--- config.mk ---
export PLATFORM = sky130hd
export DESIGN_NAME = gfe_gf_mult
export DESIGN_NICKNAME = d
export VERILOG_FILES = /design/src/rtl/gfe_pkg.sv /design/src/rtl/gfe_gf_mult.sv
export SDC_FILE = /design/constraint.sdc
export NUM_CORES = 1
export LEC_CHECK = 0
export BUFFER_PORTS_ARGS = -buffer_cell sky130_fd_sc_hd__buf_2
export CAP_MARGIN = 20
export CORE_AREA = 2 2 82 84
export DETAILED_ROUTE_END_ITERATION = 12
export DIE_AREA = 0 0 84 86
export PLACE_DENSITY = 0.77
export SYNTH_ARGS = -nofsm -noshare
export SYNTH_HDL_FRONTEND = slang
export SYNTH_SLANG_ARGS = --single-unit
--- constraint.sdc ---
create_clock -name aclk -period 2.5 [get_ports aclk]
set_clock_uncertainty 0.05 [all_clocks]
set_input_delay 0 -clock aclk [delete_from_list [all_inputs] [get_ports aclk]]
set_output_delay 0 -clock aclk [all_outputs]
set_load 0.05 [all_outputs]
--- src/rtl/gfe_pkg.sv ---
package gfe_pkg;

    localparam logic [1:0] ACT_COEF  = 2'd0;
    localparam logic [1:0] ACT_ACCUM = 2'd1;
    localparam logic [1:0] ACT_READ  = 2'd2;

    localparam logic CFG_FIELD_MODE   = 1'b0;
    localparam logic CFG_PARITY_COUNT = 1'b1;

    // reduction terms: GF(2^8) 0x11D (bit 8 cancels the shifted carry), GF(2^16) 0x1100B
    localparam logic [15:0] RED8  = 16'h011D;
    localparam logic [15:0] RED16 = 16'h100B;

    typedef struct packed {
        logic        start;
        logic        mode;
        logic [15:0] a;
        logic [15:0] b;
    } mul_req_t;

    typedef struct packed {
        logic        done;
        logic [15:0] prod;
    } mul_rsp_t;

    // one MSB-first shift-and-add step of a field multiply
    function automatic logic [15:0] gf_step(input logic [15:0] acc, input logic [15:0] a,
                                            input logic bit_in, input logic mode);
        logic        carry;
        logic [15:0] t;
        carry = mode ? acc[15] : acc[7];
        t = {acc[14:0], 1'b0};
        if (carry) begin
            t = t ^ (mode ? RED16 : RED8);
        end
        if (bit_in) begin
            t = t ^ a;
        end
        return t;
    endfunction

endpackage

--- src/rtl/gfe_gf_mult.sv ---
module gfe_gf_mult (
    input  logic              aclk,
    input  logic              aresetn,
    input  gfe_pkg::mul_req_t req,
    output gfe_pkg::mul_rsp_t rsp
);

    logic [15:0] acc_reg, acc_next;
    logic [15:0] a_reg;
    logic [15:0] b_reg;
    logic        mode_reg;
    logic [1:0]  cnt_reg;
    logic        busy_reg;
    logic        done_reg;

    // four bits of b per cycle
    always_comb begin
        acc_next = acc_reg;
        for (int i = 0; i < 4; i++) begin
            acc_next = gfe_pkg::gf_step(acc_next, a_reg, b_reg[15-i], mode_reg);
        end
    end

    always_ff @(posedge aclk) begin
        if (!aresetn) begin
            busy_reg <= 1'b0;
            done_reg <= 1'b0;
            cnt_reg  <= 2'd0;
        end else if (req.start) begin
            acc_reg  <= 16'd0;
            a_reg    <= req.a;
            b_reg    <= req.b;
            mode_reg <= req.mode;
            cnt_reg  <= 2'd0;
            busy_reg <= 1'b1;
            done_reg <= 1'b0;
        end else if (busy_reg) begin
            acc_reg <= acc_next;
            b_reg   <= {b_reg[11:0], 4'd0};
            cnt_reg <= cnt_reg + 2'd1;
            if (cnt_reg == 2'd3) begin
                busy_reg <= 1'b0;
                done_reg <= 1'b1;
            end
        end else begin
            done_reg <= 1'b0;
        end
    end

    assign rsp.done = done_reg;
    assign rsp.prod = acc_reg;

endmodule

**Word level (Yosys, flattened, before mapping)**

Cells that the tools add are included.

- Register bits after elaboration: 53
- Bits in latches: 0
- Memory bits (writable): 0
- Bits in read-only memories: 0
- Memories: 0

- $add $sub $neg: 1
- Multiply operators: 0
- Divide/modulo/power cells: 0
- $lt $le $gt $ge: 0
- Eq/ne operators: 1
- Shift-type cells: 0
- Muxes and demuxes: 19
- Bitwise operators: 10
- Reduce and logical (&&, ||, !) cells: 5

Operators by type and width:

| kind | count |
|---|---|
| 16-bit two-way mux | 11 |
| 16-bit XOR | 7 |
| 16-bit by 13-bit XOR with 16-bit output | 1 |
| 13-bit two-way mux | 1 |
| 1-bit two-way mux | 7 |
| 2-bit AND reduction | 2 |
| 3-bit OR reduction | 1 |
| 2-bit by 1-bit adder with 2-bit output (second input constant) | 1 |
| 2-bit equality test (second input constant) | 1 |
| 1-bit NOT | 2 |
| 2-bit nonzero test | 1 |
| 2-bit OR reduction | 1 |

**Depth between registers and ports, before layout**

Gate-level depths: netlist (run 1).

- Word-level depth: 18
- Gate-level depth with buffers: 8
- Mapped depth without buffers: 6

**Least setup slack after synthesis (run 1)**

No wires, ideal clock.

- Path type: register to register
- Start: reg acc_reg[5]
- End: reg acc_reg[1] (data pin)
- Library setup time: 0.267 ns
- Data arrival time: 1.778 ns
- Data required time: 2.183 ns
- Path slack: 0.405 ns
- Stages on the path, launching flop included: 5
- Period minus slack after synthesis: 2.095 ns
- Cells stage by stage: edfxtp_1 > xnor3_2 > o21ai_4 > xnor3_1 > nor2b_4

- Cells in the longest elaborated chain, start to end: 17

RTL lines:

| item | line | text |
|---|---|---|
| start: declaration | gfe_gf_mult.sv:8 | `logic [15:0] acc_reg, acc_next;` |
| start signal: assignment | gfe_gf_mult.sv:38 | `acc_reg <= acc_next;` |
| 16-bit XOR | gfe_pkg.sv:34 | `t = t ^ (mode ? RED16 : RED8);` |
| 16-bit two-way mux (*) | gfe_pkg.sv:33 | `if (carry) begin` |
| 16-bit XOR | gfe_pkg.sv:37 | `t = t ^ a;` |
| 16-bit two-way mux (*) | gfe_pkg.sv:36 | `if (bit_in) begin` |
| 16-bit XOR | gfe_pkg.sv:34 |  |
| 16-bit two-way mux (*) | gfe_pkg.sv:33 |  |
| 16-bit XOR | gfe_pkg.sv:37 |  |
| 16-bit two-way mux (*) | gfe_pkg.sv:36 |  |
| 1-bit two-way mux (*) | gfe_pkg.sv:31 | `carry = mode ? acc[15] : acc[7];` |
| 16-bit two-way mux (*) | gfe_pkg.sv:33 |  |
| 16-bit XOR | gfe_pkg.sv:37 |  |
| 16-bit two-way mux (*) | gfe_pkg.sv:36 |  |
| 16-bit by 13-bit XOR with 16-bit output or 1-bit two-way mux (tied branches) | gfe_pkg.sv:34, gfe_pkg.sv:31 |  |
| 16-bit two-way mux (*) | gfe_pkg.sv:33 |  |
| 16-bit XOR | gfe_pkg.sv:37 |  |
| 16-bit two-way mux (*) | gfe_pkg.sv:36 |  |
| 16-bit two-way mux (*) | gfe_gf_mult.sv:37 | `end else if (busy_reg) begin` |

Mark *: on every way between the ends. The rest lies on a longest branch, timed or not. The select of a mux whose other input is x is not followed.
A chain may end at the register's enable or synchronous reset.

**Worst setup path in the final report (run 1)**

- Start: reg b_reg[14]
- End: reg acc_reg[1] (data pin)

- Cells in the longest elaborated chain, start to end: 10

RTL lines:

| item | line | text |
|---|---|---|
| start: declaration | gfe_gf_mult.sv:10 | `logic [15:0] b_reg;` |
| start signal: assignment | gfe_gf_mult.sv:32 | `b_reg <= req.b;` |
| start signal: assignment | gfe_gf_mult.sv:39 | `b_reg <= {b_reg[11:0], 4'd0};` |
| 16-bit two-way mux (*) | gfe_pkg.sv:36 |  |
| 1-bit two-way mux or 16-bit XOR (tied branches) | gfe_pkg.sv:31, gfe_pkg.sv:34 |  |
| 16-bit two-way mux (*) | gfe_pkg.sv:33 |  |
| 16-bit XOR | gfe_pkg.sv:37 |  |
| 16-bit two-way mux (*) | gfe_pkg.sv:36 |  |
| 16-bit by 13-bit XOR with 16-bit output or 1-bit two-way mux (tied branches) | gfe_pkg.sv:34, gfe_pkg.sv:31 |  |
| 16-bit two-way mux (*) | gfe_pkg.sv:33 |  |
| 16-bit XOR | gfe_pkg.sv:37 |  |
| 16-bit two-way mux (*) | gfe_pkg.sv:36 |  |
| 16-bit two-way mux (*) | gfe_gf_mult.sv:37 |  |

Marked as above.

==> results of run 1 <==
[per-stage QoR]
stage	hold WS, ns	power [mW]	util, %	instances	setup WS (ns)
global placement	0.1274	1.978	54.40	394	0.4112
floorplan	0.04887	1.838	-	272	0.4051
detailed placement	0.1282	1.999	54.40	394	0.3557
finish	0.08607	2.548	61.45	436	0.3473
global route	0.08020	2.674	61.45	436	0.2736
CTS	0.07141	2.564	61.45	436	0.3507
[timing repair]
action | in CTS | in global routing
hold buffers | 34 | 0
setup endpoints to repair | 0 | 0
hold endpoints to repair | 37 | 0
[path summary, 6_finish.rpt]
check,startpoint,endpoint,slack (ns)
max,b_reg[14]$_DFFE_PP_,acc_reg[1]$_SDFFCE_PP0P_,0.35
min,req[33],acc_reg[1]$_SDFFCE_PP0P_,0.09
max reg2reg,b_reg[14]$_DFFE_PP_,acc_reg[1]$_SDFFCE_PP0P_,0.35
min reg2reg,cnt_reg[1]$_SDFFE_PP0P_,cnt_reg[1]$_SDFFE_PP0P_,0.47
[synth_stat cells (2+ instances only)]
| master | count | area, µm² |
|---|---|---|
| sky130_fd_sc_hd__and2_1 | 5 | 31.28 |
| sky130_fd_sc_hd__xnor3_1 | 4 | 90.09 |
| sky130_fd_sc_hd__edfxtp_1 | 49 | 1471 |
| sky130_fd_sc_hd__o21a_1 | 3 | 22.52 |
| sky130_fd_sc_hd__clkbuf_1 | 5 | 18.77 |
| sky130_fd_sc_hd__mux2_2 | 12 | 135.1 |
| sky130_fd_sc_hd__dfxtp_1 | 4 | 80.08 |
| sky130_fd_sc_hd__nand2b_1 | 2 | 12.51 |
| sky130_fd_sc_hd__buf_4 | 4 | 30.03 |
| sky130_fd_sc_hd__nor2_1 | 16 | 60.06 |
| sky130_fd_sc_hd__nand2_1 | 68 | 255.2 |
| sky130_fd_sc_hd__xor2_1 | 18 | 157.7 |
| sky130_fd_sc_hd__nor3_1 | 3 | 15.01 |
| sky130_fd_sc_hd__xnor2_1 | 52 | 455.4 |
| sky130_fd_sc_hd__a21bo_2 | 2 | 20.02 |
| sky130_fd_sc_hd__buf_6 | 2 | 22.52 |
[worst max-delay path: stages, from the launching register on]
cell	delay (ns)
sky130_fd_sc_hd__edfxtp_1	0.65
sky130_fd_sc_hd__nand2_1	0.12
sky130_fd_sc_hd__xor2_1	0.19
sky130_fd_sc_hd__xnor2_1	0.27
sky130_fd_sc_hd__nand2_1	0.15
sky130_fd_sc_hd__xnor3_1	0.37
sky130_fd_sc_hd__nor2b_4	0.13
[metal layers]
layer	wire length, µm	vias up
li1	-	1065
met1	2665	1027
met2	3321	68
met3	355	8
met4	77	0
met5	0	-
[cells by family after synthesis]
kind of cell,share of synthesized area (%)
mux,5.182
compound gates,2.875
buf+inv,2.874
flops,50.20
simple gates,14.94
xor+xnor,23.52
fa+ha+maj,0.4048
[power groups by stage]
stage               registers, mW  clock network (mW)  logic [mW]
floorplan                    1.27                   0       0.568
global placement             1.17                   0       0.809
detailed placement           1.17                   0       0.828
CTS                          1.15               0.539       0.873
global route                 1.16               0.576       0.935
finish                       1.15               0.527       0.870
[final cells by class]
class                           count  area (µm²)  area share (%)
Clock buffer                        5       68.82           1.784
Tap cell                           77       96.34           2.498
Timing Repair Buffer               93       653.1           16.93
Multi-Input combinational cell    204        1450           37.59
Clock inverter                      3       33.78          0.8758
Inverter                            1       3.754         0.09731
Sequential cell                    53        1551           40.22
==> PnR_summary.wiki, run 1 <==
{| class="wikitable"
! Metric !! Value
|-
| Sequential share of the synthesized area || 50.20%
|-
| Antenna violations before repair || 0
|-
| I/O Buffers || 52
|-
| Largest net degree at the start of global routing || 33
|-
| Die footprint || 7224 µm²
|-
| DR iter-0 viols || 161
|-
| Net count reported at finish || 395
|-
| Number of hold violations in the final report || 0
|-
| Number of cell rows || 29
|-
| Worst-skew pair later-pin latency || 0.32 ns
|-
| Met1 GRT Util || a little under a quarter
|-
| Switching power of the nets || 0.8366 mW
|-
| Initial Utilization || 49.23%
|-
| Height of the chip || 86 µm
|-
| Most frequent cells in the layout || 68 x sky130_fd_sc_hd__nand2_1, 52 x sky130_fd_sc_hd__xnor2_1, 52 x sky130_fd_sc_hd__buf_2, 49 x sky130_fd_sc_hd__edfxtp_1, 34 x sky130_fd_sc_hd__dlygate4sd3_1
|-
| Syn_nets || 309
|-
| Number of maximum-capacitance constraint violations || 0
|-
| Seq pwr share || between 40% and 50%
|-
| Proportion of layout cells with a drive suffix above 1 || 25.35%
|-
| Data arrival time of the critical path || 2.18 ns
|-
| Net switching fraction of the power || approximately 33%
|-
| Achievable clock frequency || 464.5 MHz
|-
| Number of unique standard cell types used by synthesis || 39
|-
| Category of the critical setup timing path || reg -> reg
|-
| Gates resized, CTS repair || 0
|-
| Clock Tree Root || sky130_fd_sc_hd__clkbuf_8
|-
| Die extent in x || ~84 µm
|-
| Flops & latches, synth || between 50 and 60
|-
| Routability Congestion || ~0.85
|-
| Number of iterations in the first detailed-routing pass || 4
|-
| H-Tree Depth || 2
|-
| Buffer levels on the longest clock path || 2
|-
| Share of the cycle needed by the critical path after routing || about 86%
|-
| Clock network fraction of design power || 20.7%
|-
| Diode insertion count for antenna repair || 0
|-
| Number of standard cells after synthesis || ~270
|-
| Internal power contribution || 1.711 mW
|-
| Sinks on the clock net || 53
|-
| Post-CTS repair timing setup buffer count || 0
|-
| Layer with the highest usage after global routing || met2
|-
| Most used DFF post-synth || sky130_fd_sc_hd__edfxtp_1
|-
| Wire length per cell after detailed routing || 14.72 µm
|-
| Post-detailed-routing wire length || roughly 6400 µm
|-
| Cell area after layout || roughly 3900 µm²
|-
| Endpoint class of the critical path || flip-flop
|-
| Worst Hold Depth || 2
|-
| Detailed Place HPWL || 4352 µm
|-
| Grt met3 use || 3.561%
|-
| Synth-to-layout area growth || 24.82%
|-
| Syn Std Cell Area || 3090 µm²
|-
| Core area || between 6000 and 7000 µm²
|-
| Cell area after placement || 3415 µm²
|-
| Hold crit path type || in -> reg
|-
| Global routing usage summed across all routing layers || between 10% and 20%
|-
| Power Density || 660.5 nW/µm²
|-
| Status || completed
|-
| Most common library cell in the layout ignoring fill and taps || sky130_fd_sc_hd__nand2_1
|-
| Maximum vdd drop || 0.0004121 V
|-
| Detail Route Antenna Nets || 0
|-
| Final critical-path required period || 2.153 ns
|-
| Total congestion overflow || 0
|-
| Cell leakage power || 1.550 nW
|-
| Filler Cells Inserted || 522
|-
| Warnings, synthesis || 0
|-
| DRC violation count after routing || 0
|-
| Max-Slew Margin vs Limit || 43.51%
|-
| Clock tree from TritonCTS || built
|-
| Ports placed on the boundary || 53
|-
| Asr flop ratio synth || 0%
|-
| Number of enable flip-flop cells after synthesis || 49
|-
| Combinational share of power || 34.2%
|-
| Mean instance size in the synthesized netlist || 11.36 µm²
|-
| Depth of the worst register-to-register path || 6
|-
| Clock-pin slew on the worst setup and hold paths || 0.11 ns
|-
| Kind of start point of the critical path || flip-flop
|-
| Data required time of the critical path || between 2 and 3 ns
|-
| Final-report setup violation count || 0
|-
| Highest net fanout along the worst path || 11
|-
| Via count of the first global-routing pass || roughly 2200
|-
| Fraction of met2 tracks used by global routing || around a third
|-
| First-pass GRT wire length || 10600 µm
|-
| Via/cell ratio || between 4 and 5
|-
| DR vias || 2168
|-
| Setup TNS Final || 0 ns
|-
| Tightest Pin Transition || between 0.8 and 0.9 ns
|-
| Setup repair after global routing missed its margin || no
|-
| Cts bufs inserted || 5
|-
| Total count of max-transition violations in the final report || 0
|}
No activity file was read; power rests on OpenSTA's default activity.
==> run 2: changes to the inputs <==
- BUFFER_PORTS_ARGS: -buffer_cell sky130_fd_sc_hd__buf_2 -> -buffer_cell sky130_fd_sc_hd__buf_4
==> PnR_summary.wiki, run 2 (synthesis results as in run 1) <==
{| class="wikitable"
! Metric !! Value
|-
| Clock tree from TritonCTS || built
|-
| Most frequent cells in the layout || 68 x sky130_fd_sc_hd__nand2_1, 59 x sky130_fd_sc_hd__buf_4, 52 x sky130_fd_sc_hd__xnor2_1, 49 x sky130_fd_sc_hd__edfxtp_1, 34 x sky130_fd_sc_hd__dlygate4sd3_1
|-
| Achievable clock frequency || 458.0 MHz (-1.4%)
|-
| R2R Path Start || b_reg[14]$_DFFE_PP_
|-
| Maximum vdd drop || 0.0003513 V (-15%)
|-
| Tightest Pin Transition || 0.5024 ns (-0.3449 ns)
|-
| Share of the cycle needed by the critical path after routing || 87.33% (+1.2 points)
|-
| DRC violation count after routing || 0 (unchanged)
|-
| Max-Slew Margin vs Limit || 66.51% (+23 points)
|-
| Data required time of the critical path || 2.51 ns (-0.02 ns)
|-
| Post-Place Cells || 394 (unchanged)
|-
| Status || completed
|-
| Setup repair after global routing missed its margin || no
|-
| Detailed Place HPWL || 4290 µm (-1.4%)
|-
| Cts bufs inserted || 5 (unchanged)
|-
| Wire length per cell after detailed routing || 14.48 µm (-1.6%)
|-
| Final-report setup violation count || 0 (unchanged)
|-
| Clock Tree Root || sky130_fd_sc_hd__clkbuf_8
|-
| Depth of the worst register-to-register path || 6 (unchanged)
|-
| I/O Buffers || 52 (unchanged)
|-
| Data arrival time of the critical path || 2.20 ns (+0.02 ns)
|-
| Final worst setup slack || 0.3167 ns (-0.03061 ns)
|-
| Startpoint of the worst hold path || req[33]
|-
| First-pass GRT wire length || 10290 µm (-2.9%)
|-
| Initial Utilization || 49.23% (unchanged)
|-
| Buffer levels on the longest clock path || 2 (unchanged)
|-
| Routability Congestion || 0.9053 (+6.3%)
|-
| Number of iterations in the first detailed-routing pass || 5 (+1)
|-
| Post-detailed-routing wire length || 6314 µm (-1.6%)
|-
| Number of hold violations in the final report || 0 (unchanged)
|-
| Worst-skew pair later-pin latency || 0.31 ns (about the same)
|-
| Number of maximum-capacitance constraint violations || 0 (unchanged)
|-
| Total count of max-transition violations in the final report || 0 (unchanged)
|-
| Hold_ws || 0.1322 ns (+0.04611 ns)
|-
| Height of the chip || 86 µm (unchanged)
|-
| Synth-to-layout area growth || 29.31%
|-
| H-Tree Depth || 2 (unchanged)
|-
| Largest net degree at the start of global routing || 37 (+12%)
|-
| Endpoint class of the critical path || flip-flop
|-
| Proportion of layout cells with a drive suffix above 1 || 25.07% (-0.28 points)
|-
| Total congestion overflow || 0 (unchanged)
|-
| Clock-pin slew on the worst setup and hold paths || 0.10 ns (about the same)
|-
| Via/cell ratio || 4.975 (about the same)
|-
| Cell leakage power || 1.597 nW (+3.1%)
|-
| Detail Route Antenna Nets || 0 (unchanged)
|-
| Sinks on the clock net || 53 (unchanged)
|-
| Hold crit path type || in -> reg
|-
| Worst Hold Depth || 2 (unchanged)
|-
| Worst Hold Path EP || acc_reg[1]$_SDFFCE_PP0P_
|-
| Power Density || 664.4 nW/µm² (+0.58%)
|-
| DR vias || 2169 (+0.046%)
|-
| R2r setup slk || 0.32 ns (-0.03 ns)
|-
| Final critical-path required period || 2.183 ns (+0.03061 ns)
|-
| Highest net fanout along the worst path || 11 (unchanged)
|-
| Net count reported at finish || 395 (unchanged)
|-
| Setup TNS Final || 0 ns (unchanged)
|-
| Antenna violations before repair || 0 (unchanged)
|-
| Post-Place Worst Slack || 0.3667 ns (+0.01104 ns)
|-
| Category of the critical setup timing path || reg -> reg
|-
| Filler Cells Inserted || 481 (-7.9%)
|-
| Via count of the first global-routing pass || 2168 (-2.4%)
|-
| Most common library cell in the layout ignoring fill and taps || sky130_fd_sc_hd__nand2_1
|-
| Capture instance of the worst register-to-register path || acc_reg[1]$_SDFFCE_PP0P_
|-
| Number of cell rows || 29 (unchanged)
|-
| Gates resized, CTS repair || 0 (unchanged)
|-
| Core area || 6277 µm² (unchanged)
|-
| Cell area after layout || 3996 µm² (+3.6%)
|-
| DR iter-0 viols || 102 (-37%)
|-
| Die footprint || 7224 µm² (unchanged)
|-
| Cell area after placement || 3545 µm² (+3.8%)
|-
| Final cell count without fillers || 436 (unchanged)
|-
| Global routing usage summed across all routing layers || 18.21% (-0.64 points)
|-
| Ports placed on the boundary || 53 (unchanged)
|-
| Kind of start point of the critical path || flip-flop
|-
| Diode insertion count for antenna repair || 0 (unchanged)
|-
| Die extent in x || 84 µm (unchanged)
|}
run 2: cell types whose count changed in the layout (fill, tap and decap cells not counted), sizes merged:
| cell | before | now |
|---|---|---|
| clkbuf | 5 | 6 |
| inv | 1 | 2 |
| bufinv | 0 | 1 |
| clkinv | 3 | 0 |
run 2: metal layers:
layer,GRT usage (%),part of all wire (%),vias to the layer above
met5,0,0,-
met4,7.185,2.3,0
met3,3.657,6.1,15
met2,31.35,51,84
met1,22.67,40,1009
li1,-,-,1061
run 2: what timing repair did:
item	CTS	global route
hold buffers	34	0
hold endpoints to repair	37	0
buffers inserted	0	0
run 2: how the worst max path moves through the flow:
stage	cells after the start	start	end
after floorplan	4	acc_reg[5]$_SDFFCE_PP0P_	acc_reg[1]$_SDFFCE_PP0P_
after CTS	6	b_reg[14]$_DFFE_PP_	acc_reg[1]$_SDFFCE_PP0P_
after detailed placement	6	b_reg[14]$_DFFE_PP_	acc_reg[1]$_SDFFCE_PP0P_
final	6	b_reg[14]$_DFFE_PP_	acc_reg[1]$_SDFFCE_PP0P_
after global routing	6	b_reg[15]$_DFFE_PP_	acc_reg[1]$_SDFFCE_PP0P_
after global placement	6	b_reg[14]$_DFFE_PP_	acc_reg[1]$_SDFFCE_PP0P_
run 2: worst max-delay path, cell delays in order (launching register included):
cell and delay, ns:
sky130_fd_sc_hd__edfxtp_1 0.65, sky130_fd_sc_hd__nand2_1 0.12, sky130_fd_sc_hd__xor2_1 0.19, sky130_fd_sc_hd__xnor2_1 0.27
sky130_fd_sc_hd__nand2_1 0.16, sky130_fd_sc_hd__xnor3_1 0.37, sky130_fd_sc_hd__nor2b_4 0.13
run 2: layout make-up:
class / instances / area [µm²] / share of cell area, %
clock buffers: 6 / 72.57 / 1.816
flip-flops and latches: 53 / 1551 / 38.82
well taps: 77 / 96.34 / 2.411
multi-input cells: 204 / 1450 / 36.29
repair buffers: 93 / 783.3 / 19.60
inverters: 1 / 3.754 / 0.09393
clock inverters: 2 / 38.79 / 0.9706
run 2: metrics by stage:
stage / utilization, % / total power, mW
final: 63.66 / 2.655
after global routing: 63.66 / 2.773
after CTS: 63.66 / 2.676
after detailed placement: 56.47 / 2.035
after global placement: 56.47 / 2.016
after floorplan: - / 1.838
run 2: power breakdown:
part | switching, mW | internal, mW | total (mW)
clock network | 0.296 | 0.303 | 0.599
registers | 0.0738 | 1.08 | 1.15
logic | 0.445 | 0.460 | 0.904
==> run 3: changes to the inputs <==
- ABC_AREA: unset -> 1
- CORE_AREA: 2 2 82 84 -> 2 2 85 87
- DIE_AREA: 0 0 84 86 -> 0 0 87 89
- PLACE_DENSITY: 0.77 -> 0.76
==> PnR_summary.wiki, run 3 <==
{| class="wikitable"
! Metric !! Value
|-
| Mean instance size in the synthesized netlist || 8.194 µm² (-28%)
|-
| I/O Buffers || 52 (unchanged)
|-
| R2r setup slk || 0.42 ns (+0.10 ns)
|-
| Portion of synthesized cell area occupied by the leading cell type || 44.23% (-3.4 points)
|-
| Wire length per cell after detailed routing || 13.18 µm (-9.0%)
|-
| Height of the chip || 89 µm (+3.5%)
|-
| Setup TNS Final || 0 ns (unchanged)
|-
| DRC violation count after routing || 0 (unchanged)
|-
| Warnings, synthesis || 0 (unchanged)
|-
| Data arrival time of the critical path || 2.11 ns (-0.09 ns)
|-
| H-Tree Depth || 2 (unchanged)
|-
| Most frequent cells after synthesis || 174 x sky130_fd_sc_hd__nand2_1, 49 x sky130_fd_sc_hd__edfxtp_1, 36 x sky130_fd_sc_hd__inv_1, 27 x sky130_fd_sc_hd__xnor2_1, 24 x sky130_fd_sc_hd__nand3_1
|-
| Antenna violations before repair || 0 (unchanged)
|-
| Asr flop ratio synth || 0% (unchanged)
|-
| Master of the slowest instance on the critical path || sky130_fd_sc_hd__edfxtp_1
|-
| Detailed Place HPWL || 5366 µm (+25%)
|-
| Synth-to-layout area growth || 26.59%
|-
| Number of cell rows || 30 (+3.4%)
|-
| Cell leakage power || 1.981 nW (+24%)
|-
| Flops & latches, synth || 53 (unchanged)
|-
| Most used DFF post-synth || sky130_fd_sc_hd__edfxtp_1
|-
| Via/cell ratio || 5.065 (+1.8%)
|-
| Clock tree from TritonCTS || built
|-
| Via count of the first global-routing pass || 2692 (+24%)
|-
| Gates resized, CTS repair || 0 (unchanged)
|-
| Worst-skew pair later-pin latency || 0.31 ns (about the same)
|-
| Number of unique standard cell types used by synthesis || 31 (-21%)
|-
| Number of maximum-capacitance constraint violations || 0 (unchanged)
|-
| Series of cell instances along the critical path || nand2_1 > xor2_1 > nand2_1 > nand3_2 > nand2_1 > nand2_1 > nand2_1 > nand2_1 > nand2_1 > nor2_1
|-
| Core area || 6719 µm² (+7.0%)
|-
| Routability Congestion || 0.8986 (-0.74%)
|-
| Count of hold buffers inserted by post-cts repair || 34 (unchanged)
|-
| Die footprint || 7743 µm² (+7.2%)
|-
| Die extent in x || 87 µm (+3.6%)
|-
| Most frequent cells in the layout || 174 x sky130_fd_sc_hd__nand2_1, 57 x sky130_fd_sc_hd__buf_4, 49 x sky130_fd_sc_hd__edfxtp_1, 36 x sky130_fd_sc_hd__inv_1, 34 x sky130_fd_sc_hd__dlygate4sd3_1
|-
| Endpoint class of the critical path || flip-flop
|-
| DR iter-0 viols || 254 (+150%)
|-
| Status || completed
|-
| Hold crit path type || in -> reg
|-
| Max-Slew Margin vs Limit || 50.42% (-16 points)
|-
| Number of hold violations in the final report || 0 (unchanged)
|-
| Worst path buffer plus inverter count || 0 (unchanged)
|-
| Filler Cells Inserted || 538 (+12%)
|-
| Area contributors post-synth || sky130_fd_sc_hd__edfxtp_1 44%, sky130_fd_sc_hd__nand2_1 20%, sky130_fd_sc_hd__xnor2_1 7.1%
|-
| Net count reported at finish || 528 (+34%)
|-
| Data required time of the critical path || 2.53 ns (+0.02 ns)
|-
| Syn Std Cell Area || 3327 µm² (+7.7%)
|-
| Setup repair after global routing missed its margin || no
|-
| Sinks on the clock net || 53 (unchanged)
|-
| Highest net fanout along the worst path || 17 (+6)
|-
| Total congestion overflow || 0 (unchanged)
|-
| Most repeated library cell on the critical path || sky130_fd_sc_hd__nand2_1
|-
| Kind of start point of the critical path || flip-flop
|-
| Initial Utilization || 49.52% (+0.28 points)
|-
| Clock-pin slew on the worst setup and hold paths || 0.11 ns (about the same)
|-
| DR vias || 2897 (+34%)
|-
| Clock Tree Root || sky130_fd_sc_hd__clkbuf_8
|-
| Largest net degree at the start of global routing || 23 (-38%)
|-
| First-pass GRT wire length || 12280 µm (+19%)
|-
| Final-report setup violation count || 0 (unchanged)
|-
| Power Density || 628.0 nW/µm² (-5.5%)
|-
| Detail Route Antenna Nets || 0 (unchanged)
|-
| Number of iterations in the first detailed-routing pass || 5 (unchanged)
|-
| Achievable clock frequency || 479.8 MHz (+4.8%)
|-
| Post-CTS repair timing setup buffer count || 0 (unchanged)
|-
| Final critical-path required period || 2.084 ns (-0.09915 ns)
|-
| Diode insertion count for antenna repair || 0 (unchanged)
|-
| Hold_ws || 0.07569 ns (-0.05649 ns)
|-
| Most common cell in the netlist || sky130_fd_sc_hd__nand2_1
|-
| Sequential share of the synthesized area || 46.63% (-3.6 points)
|-
| Post-detailed-routing wire length || 7537 µm (+19%)
|-
| Proportion of layout cells with a drive suffix above 1 || 15.85% (-9.2 points)
|-
| Syn_nets || 443 (+43%)
|-
| Ports placed on the boundary || 53 (unchanged)
|-
| Maximum vdd drop || 0.0003503 V (-0.29%)
|-
| Area leader, netlist || sky130_fd_sc_hd__edfxtp_1
|-
| Number of standard cells after synthesis || 406 (+49%)
|-
| Largest stage delay, worst path || 0.76 ns (+0.11 ns)
|-
| Share of the cycle needed by the critical path after routing || 83.37% (-4.0 points)
|-
| Total count of max-transition violations in the final report || 0 (unchanged)
|-
| Cts bufs inserted || 5 (unchanged)
|-
| Number of enable flip-flop cells after synthesis || 49 (unchanged)
|-
| Buffer levels on the longest clock path || 2 (unchanged)
|-
| Tightest Pin Transition || 0.7429 ns (+0.2405 ns)
|-
| Global routing usage summed across all routing layers || 20.59% (+2.4 points)
|-
| Category of the critical setup timing path || reg -> reg
|-
| Total power consumption of the routed design || 2.645 mW (-0.39%)
|-
| Most common library cell in the layout ignoring fill and taps || sky130_fd_sc_hd__nand2_1
|-
| Cell family with the largest share of critical-path delay || simple AND/OR/NAND/NOR gates
|}
run 3: final cells by class:
type / count / area [µm²] / share of cell area (%)
flip-flops and latches: 53 / 1551 / 36.84
multi-input cells: 301 / 1516 / 36.01
repair buffers: 92 / 788.3 / 18.72
inverters: 38 / 145.1 / 3.446
well taps: 80 / 100.1 / 2.377
clock buffers: 5 / 68.82 / 1.634
clock inverters: 3 / 41.29 / 0.9804
run 3: through the flow:
step	setup slack, ns	util (%)	area [µm²]	std cells
after floorplan	0.7118	-	3327	406
after global placement	0.5421	55.98	3761	530
after detailed placement	0.4923	55.98	3761	530
after CTS	0.4677	62.68	4212	572
after global routing	0.2252	62.68	4212	572
final	0.4158	62.68	4212	572
run 3: cell families after synthesis:
kind of cell	after synthesis	synth area share [%]
buf+inv	52	7.785
xor+xnor	47	13.05
fa+ha+maj	1	0.3760
compound gates	18	2.783
flops	53	46.63
simple gates	235	29.37
run 3: final timing paths:
check | depth (start not counted) | start | to
max | 10 | b_reg[13]$_DFFE_PP_ | acc_reg[3]$_SDFFCE_PP0P_
min | 3 | req[33] | busy_reg$_SDFF_PN0_
max reg2reg | 10 | b_reg[13]$_DFFE_PP_ | acc_reg[3]$_SDFFCE_PP0P_
min reg2reg | 2 | b_reg[6]$_DFFE_PP_ | b_reg[10]$_DFFE_PP_
run 3: worst register-to-register path, delay by kind of cell, from the launching register on:
family,cells,cell delay [ns]
xor gates and xnor gates,1,0.18
and+or+nand+nor,9,0.86
DFF,1,0.76
run 3: per-layer routing:
layer,up-vias,global-route usage [%],routed length [µm]
li1,1449,-,-
met1,1331,26.76,3251
met2,106,35.67,3700
met3,11,3.786,482
met4,0,5.256,102
met5,-,0,0
run 3: power by group:
part	internal [mW]	switching [mW]	total, mW
registers	1.08	0.0941	1.18
logic	0.353	0.527	0.881
clock network	0.295	0.293	0.588
total	1.73	0.914	2.64
